[src/design/linked_deque_manager_defines.svh]
// Assertion helpers for the deque manager.
`ifndef LINKED_DEQUE_MANAGER_DEFINES_SVH
`define LINKED_DEQUE_MANAGER_DEFINES_SVH

// Clocked check, held off while reset is asserted.
`define LDM_ASSERT(label, prop, msg) \
	label: assert property (@(posedge clk) disable iff (!arst_n) prop) else $error(msg);

// Clocked check without a reset guard.
`define LDM_ASSERT_ALWAYS(label, prop, msg) \
	label: assert property (@(posedge clk) prop) else $error(msg);

`endif

[src/design/ldm_ram.sv]
module ldm_ram #(
	parameter int WIDTH = 8,
	parameter int DEPTH = 16
) (
	input  logic                     clk,
	input  logic                     we,
	input  logic [$clog2(DEPTH)-1:0] waddr,
	input  logic [WIDTH-1:0]         wdata,
	input  logic [$clog2(DEPTH)-1:0] raddr,
	output logic [WIDTH-1:0]         rdata
);
	logic [WIDTH-1:0] mem [DEPTH];

	always_ff @(posedge clk) begin
		if (we) mem[waddr] <= wdata;
		rdata <= mem[raddr];
	end
endmodule

[config.mk]
export PLATFORM = sky130hd
export DESIGN_NAME = ldm_ram
export DESIGN_NICKNAME = d
export VERILOG_FILES = /design/src/design/linked_deque_manager_defines.svh /design/src/design/ldm_ram.sv
export SDC_FILE = /design/constraint.sdc
export NUM_CORES = 1
export LEC_CHECK = 0
export ABC_AREA = 1
export BUFFER_PORTS_ARGS = -buffer_cell sky130_fd_sc_hd__buf_2
export CAP_MARGIN = 20
export CORE_MARGIN = 4
export CORE_UTILIZATION = 45
export CTS_CLUSTER_SIZE = 12
export DETAILED_ROUTE_END_ITERATION = 10
export GPL_TIMING_DRIVEN = 0
export PLACE_DENSITY = 0.6
export REMOVE_ABC_BUFFERS = 1
export SYNTH_ARGS = -nofsm -noshare
export SYNTH_HDL_FRONTEND = slang
export SYNTH_SLANG_ARGS = --single-unit
export TNS_END_PERCENT = 5
[constraint.sdc]
create_clock -name clk -period 1.2 [get_ports clk]
set_clock_uncertainty 0.05 [all_clocks]
set_input_delay 0.12 -clock clk [delete_from_list [all_inputs] [get_ports clk]]
set_output_delay 0.12 -clock clk [all_outputs]
set_load 0.02 [all_outputs]
==> metrics.txt, run 1 <==
Bufs on Longest Clock Path 2; post-route setup slack roughly 53 ps; syn_area_per_cell around 10 µm²; worst slack, placed -1120 ps; global placer's final weighted congestion ~0.77; vias in the first global route between 3000 and 4000; CP endpoint kind flip-flop; clk root buf clkbuf_16; number of port buffers 25; largest net degree at the start of global routing 65; outcome complete, no violations; path depth of the worst reg2reg path 6; main combinational cell family by area after synthesis simple AND/OR/NAND/NOR gates; Final Max Slew Viols 0; compound-gate portion of the synthesized area 0%; fill count roughly 1100; post-DP HPWL slightly above 7 mm; Worst Setup Start Kind input pin; leakage approximately 2.8 nW; mux contribution to synthesized area 0%; layout cells sized above 1 ~11%; Pre-antenna DRT Iters 5; routed len/inst 16.5 µm; area grow syn2layout 14.6%; post-synthesis sequential area ratio 69.4%; Hold WC Path Type input pin to flip-flop; final non-filler cell area approximately 6600 µm²; clock-pin transition on the worst setup and hold timing paths ~60 ps; core area approximately 13000 µm²; total of max-cap violations 0; YS warnings 0; RSZ-0062 raised after global routing true; Rows around 40; H-tree depth 4; Worst Hold End mem[7][5]; Tightest Pin Transition approximately 800 ps; power density over cell area roughly 1700 nW/µm²; Clk Latency, worst-skew pair around 410 ps; DR DRC count 0; flop2flop setup slack 160 ps; vias per cell roughly 5; Post-CTS Hold Buffers 0; simple-gate share of the synthesized area between 20% and 30%; Final setup viols 0; Syn Std Cell Area ~5800 µm²; Post-Place Cell Area 5960 µm²; RR Endpoint rdata[6]; DRT iter0 DRCs between 200 and 300; I/O pin count 26; Routed Antenna Nets 0; Post-Synthesis Cells 551; Yosys cell types 12; final setup TNS 0 ps; Max Freq around 870 MHz; total wire length between 10 and 15 mm; Final min period 1150 ps; Ant. Diodes 0; Fin. Hold Viols 0; hold path start wdata[5]; Total GRT Usage 18.4%; critical path type input pin to flip-flop; worst hold stages 1; final worst-path cycle share a little over nine tenths; initial antenna violation count 0; Chip Width between 100 and 150 µm; wire length of the first global-routing pass between 15 and 20 mm; reg-to-reg startpoint mem[12][6]; CTS tree yes; initial core utilization a little under half; Worst Path Arrival 1140 ps; worst vdd ir around 0.0011 V; DR vias 3729; CP max FO 8; DIE HEIGHT roughly 120 µm; Seq cells post-synth between 100 and 150; Post-Synth Adder-Cell Area 0%; xor/xnor cell area share of the yosys netlist 0%; cts bufs inserted 17; clock sinks about 140; die area ~15000 µm²; CP Data Required Time around 1200 ps; grt ovf 0; Slew HR 46.3%; nets just under 600
## flip-flops by register name, indices dropped and copies added, names as in the netlist
name	cells
mem	128
rdata	8
## cells by family after synthesis
logic type    after synthesis
buf+inv                   126
flops                     136
simple gates              289
## worst max path at each step
stage | startpoint | endpoint | depth (start not counted)
final | waddr[2] | mem[9][7] | 3
after global routing | raddr[0] | rdata[6] | 9
after CTS | we | mem[14][3] | 3
after detailed placement | raddr[0] | rdata[6] | 8
after global placement | raddr[0] | rdata[6] | 8
after floorplan | raddr[0] | rdata[2] | 6
## through the flow
step	hold WS [ps]	util [%]	instances	total power [mW]
finish	60.7	52.6	758	11.1
global route	60.3	52.6	758	11.4
detailed placement	477	47.4	725	6.08
floorplan	169	-	527	5.76
CTS	42.5	52.2	757	11.1
global placement	467	47.3	724	6.06
## per-layer routing
| metal | share of wire (%) | global-route usage, % | wire length [µm] |
|---|---|---|---|
| met1 | 43 | 24.1 | 5380 |
| met2 | 49 | 29.7 | 6200 |
| met3 | 4.9 | 4.38 | 617 |
| met4 | 2.7 | 7.49 | 339 |
| met5 | 0 | 0 | 0 |
## cells in the mapped netlist
library cell	instances	area, µm²
buf_1	1	3.75
buf_2	13	65.1
buf_4	4	30.0
buf_6	6	67.6
dfxtp_1	8	160
edfxtp_1	128	3840
inv_1	100	375
inv_2	2	7.51
nand2_1	173	649
nand3_1	97	485
nand3b_1	2	15.0
nor2_1	17	63.8
## placed cells by master, fill, tap and decap left out, types with 2 or more instances in the layout
master / n
nor2_1: 4
clkinv_2: 3
nand3b_1: 2
edfxtp_1: 128
inv_1: 100
dfxtp_1: 8
buf_4: 2
nand2_1: 173
clkbuf_1: 6
buf_2: 23
clkbuf_16: 18
nor2_2: 13
nand3_1: 97
bufinv_16: 3
## area by class of cell
cell class,instances,area (µm²),share of cell area (%)
clock buffers,23,448,6.78
multi-input cells,289,1250,18.9
well taps,172,215,3.26
inverters,102,393,5.95
repair buffers,27,175,2.65
clock inverters,9,125,1.89
flip-flops and latches,136,4000,60.6
## worst max-delay path, stage by stage
cell and delay [ps]:
buf_2 120, nand3b_1 310, nor2_2 590
## power by group
| group | leakage, nW | internal (mW) | switching, mW |
|---|---|---|---|
| Combinational | 1.31 | 0.182 | 0.479 |
| Clock | 0.277 | 3.25 | 1.80 |
| Sequential | 1.22 | 5.31 | 0.0282 |
## what timing repair did
action                     CTS  global route
buffers inserted             0             0
gates resized for setup     11             9
setup endpoints to repair   56            64
gates cloned                 0             1
pin swaps                    0             0
Power figures use the tool's default switching activity.
==> run 2, diff against run 1 <==
--- a/config.mk
+++ b/config.mk
@@ -8,12 +8,12 @@
 export ABC_AREA = 1
 export BUFFER_PORTS_ARGS = -buffer_cell sky130_fd_sc_hd__buf_2
 export CAP_MARGIN = 20
-export CORE_MARGIN = 4
-export CORE_UTILIZATION = 45
+export CORE_MARGIN = 2
+export CORE_UTILIZATION = 35
 export CTS_CLUSTER_SIZE = 12
 export DETAILED_ROUTE_END_ITERATION = 10
 export GPL_TIMING_DRIVEN = 0
-export PLACE_DENSITY = 0.6
+export PLACE_DENSITY = 0.48
 export REMOVE_ABC_BUFFERS = 1
 export SYNTH_ARGS = -nofsm -noshare
 export SYNTH_HDL_FRONTEND = slang
==> metrics.txt, run 2 (synthesis results as in run 1) <==
Rows 46 (+12%); Final setup viols 24 (+24); flop2flop setup slack 130 ps (-30 ps); Hold WC Path Type input pin to flip-flop; Worst Setup Start Kind input pin; initial antenna violation count 1 (+1); critical path depth in cells 3 (unchanged); nets 592 (+0.17%); worst slack, placed -819 ps (+297 ps); CP Data Required Time 1170 ps (-20 ps); Slew HR 34.7% (-12 points); Buf+Inv Stages, Crit Path 1 (unchanged); Worst path slowest cell nor2_1; Net Sw Power 2.22 mW (-4.1%); failing checks setup timing; worst vdd ir 0.00101 V (-5.3%); wire length of the first global-routing pass 19.9 mm (-0.24%); I/O pin count 26 (unchanged); Chip Width 132 µm (+9.2%); Max Freq 801 MHz (-8.1%); H-tree depth 4 (unchanged); Worst Path Arrival 1220 ps (+80 ps); Clock power frac 41.6% (-4.1 points); DR DRC count 0 (unchanged); RR Endpoint rdata[7]; CP peak stage delay 770 ps (+180 ps); sequential group share of total power 52.0% (+3.7 points); DR vias 3580 (-4.0%); Sw Ratio 21.6% (+0.70 points); Total GRT Usage 15.4% (-3.1 points); number of port buffers 25 (unchanged); Fin. Hold Viols 0 (unchanged); met1 Track Usage GR 21.0% (-3.1 points); fill count 1621 (+48%); max FFs per register 128 (unchanged); total wire length 12.7 mm (+1.1%); Final Max Slew Viols 0 (unchanged); Tightest Pin Transition 975 ps (+172 ps); vias per cell 4.46 (-9.3%); M2 GR Usage 23.7% (-5.9 points); critical path type input pin to flip-flop; CP endpoint kind flip-flop; GR Util met3 5.07% (+0.69 points); Cell Int Power 8.05 mW (-8.0%); outcome finished with violations; global placer's final weighted congestion 0.716 (-7.1%); postcts setup bufs 0 (unchanged); Final min period 1250 ps (+101 ps); largest net degree at the start of global routing 46 (-29%); routed len/inst 15.8 µm (-4.5%); leakage 2.77 nW (-1.4%); power density over cell area 1560 nW/µm² (-6.6%); reg-to-reg startpoint mem[4][7]; layout cells sized above 1 10.3% (-1.2 points); initial core utilization 36.0% (-9.8 points); combinational share of power 6.4% (+0.4 points); Pre-antenna DRT Iters 4 (-1); delay-heaviest family, CP simple AND/OR/NAND/NOR gates; vias in the first global route 3531 (-4.9%); cts bufs inserted 17 (unchanged); grt ovf 0 (unchanged); clock-pin transition on the worst setup and hold timing paths 50 ps (about the same); hold path start wdata[7]; CTS tree yes; most common cell after layout, fill and taps aside nand2_1; die area 17500 µm² (+19%); DIE HEIGHT 132 µm (+9.2%); worst hold stages 1 (unchanged); Largest Register mem; clock sinks 136 (unchanged); Bufs on Longest Clock Path 2 (unchanged); most frequent cells in the layout 173 x nand2_1, 128 x edfxtp_1, 100 x inv_1, 97 x nand3_1, 23 x buf_2; core area 16000 µm² (+27%); chain of cells forming the critical path buf_2 -> nand3b_1 -> nor2_1; clk root buf clkbuf_16; post-DP HPWL 7.55 mm (+4.1%); Routed Antenna Nets 0 (unchanged); biggest regs mem x128, rdata x8; final worst-path cycle share 104% (+8.4 points); final setup TNS -617 ps (-617 ps); RSZ-0062 raised after global routing true; area grow syn2layout 13.9%; total of max-cap violations 0 (unchanged); post-route setup slack -47.9 ps (-101 ps); Clk Latency, worst-skew pair 400 ps (about the same); busiest grt layer met2; path depth of the worst reg2reg path 6 (unchanged); CP max FO 8 (unchanged); Worst Hold End mem[9][7]; DRT iter0 DRCs 244 (-13%)
-- run 2: changes by cell type in the layout (fill, tap and decap cells not counted), sizes merged --
cell      delta
clkbuf       -3
diode        +1
clkinvlp     -1
clkinv       +4
buf          +2
bufinv       -3
-- run 2: routing by layer --
layer | wire, µm | part of all wire [%]
met2 | 5740 | 45
met3 | 639 | 5.0
met1 | 6200 | 49
met5 | 0 | 0
met4 | 97 | 0.77
-- run 2: power by group through the flow --
| stage | logic (mW) | registers, mW | clock network, mW |
|---|---|---|---|
| 2_1_floorplan | 0.287 | 5.47 | 0 |
| 3_3_place_gp | 0.636 | 5.43 | 0 |
| 3_5_place_dp | 0.653 | 5.44 | 0 |
| 4_1_cts | 0.662 | 5.34 | 4.38 |
| 5_1_grt | 0.738 | 5.35 | 4.58 |
| 6_report | 0.655 | 5.34 | 4.27 |
-- run 2: worst max path at each step --
stage | start | to
6_report | waddr[2] | mem[9][4]
5_1_grt | waddr[2] | mem[9][4]
4_1_cts | waddr[2] | mem[11][6]
3_5_place_dp | raddr[0] | rdata[7]
3_3_place_gp | raddr[0] | rdata[7]
2_1_floorplan | raddr[0] | rdata[2]
-- run 2: final cells by class --
type | count | area [µm²] | area share, %
sequential | 136 | 4000 | 61.0
clock inverter | 9 | 36.3 | 0.552
tap | 216 | 270 | 4.12
inverter | 102 | 388 | 5.91
antenna | 1 | 2.50 | 0.0381
clock buffer | 21 | 440 | 6.71
multi-input combinational | 289 | 1240 | 18.9
timing repair buffer | 28 | 185 | 2.82
-- run 2: repair_timing --
action / CTS / global route
gates resized for setup: 8 / 8
endpoints found under the hold margin: 0 / 0
hold buffers: 0 / 0
setup endpoints to repair: 63 / 90
-- run 2: metrics by stage --
step                      hold WS (ps)  util [%]  cell area (µm²)  total power [mW]  instances
after floorplan                    169         -             5600              5.76        527
final                             49.9      41.0             6570              10.3        802
after detailed placement           470      37.7             6040              6.09        770
after global routing              38.3      41.0             6570              10.7        801
after global placement             460      37.5             6000              6.07        768
after CTS                         34.2      40.8             6530              10.4        800
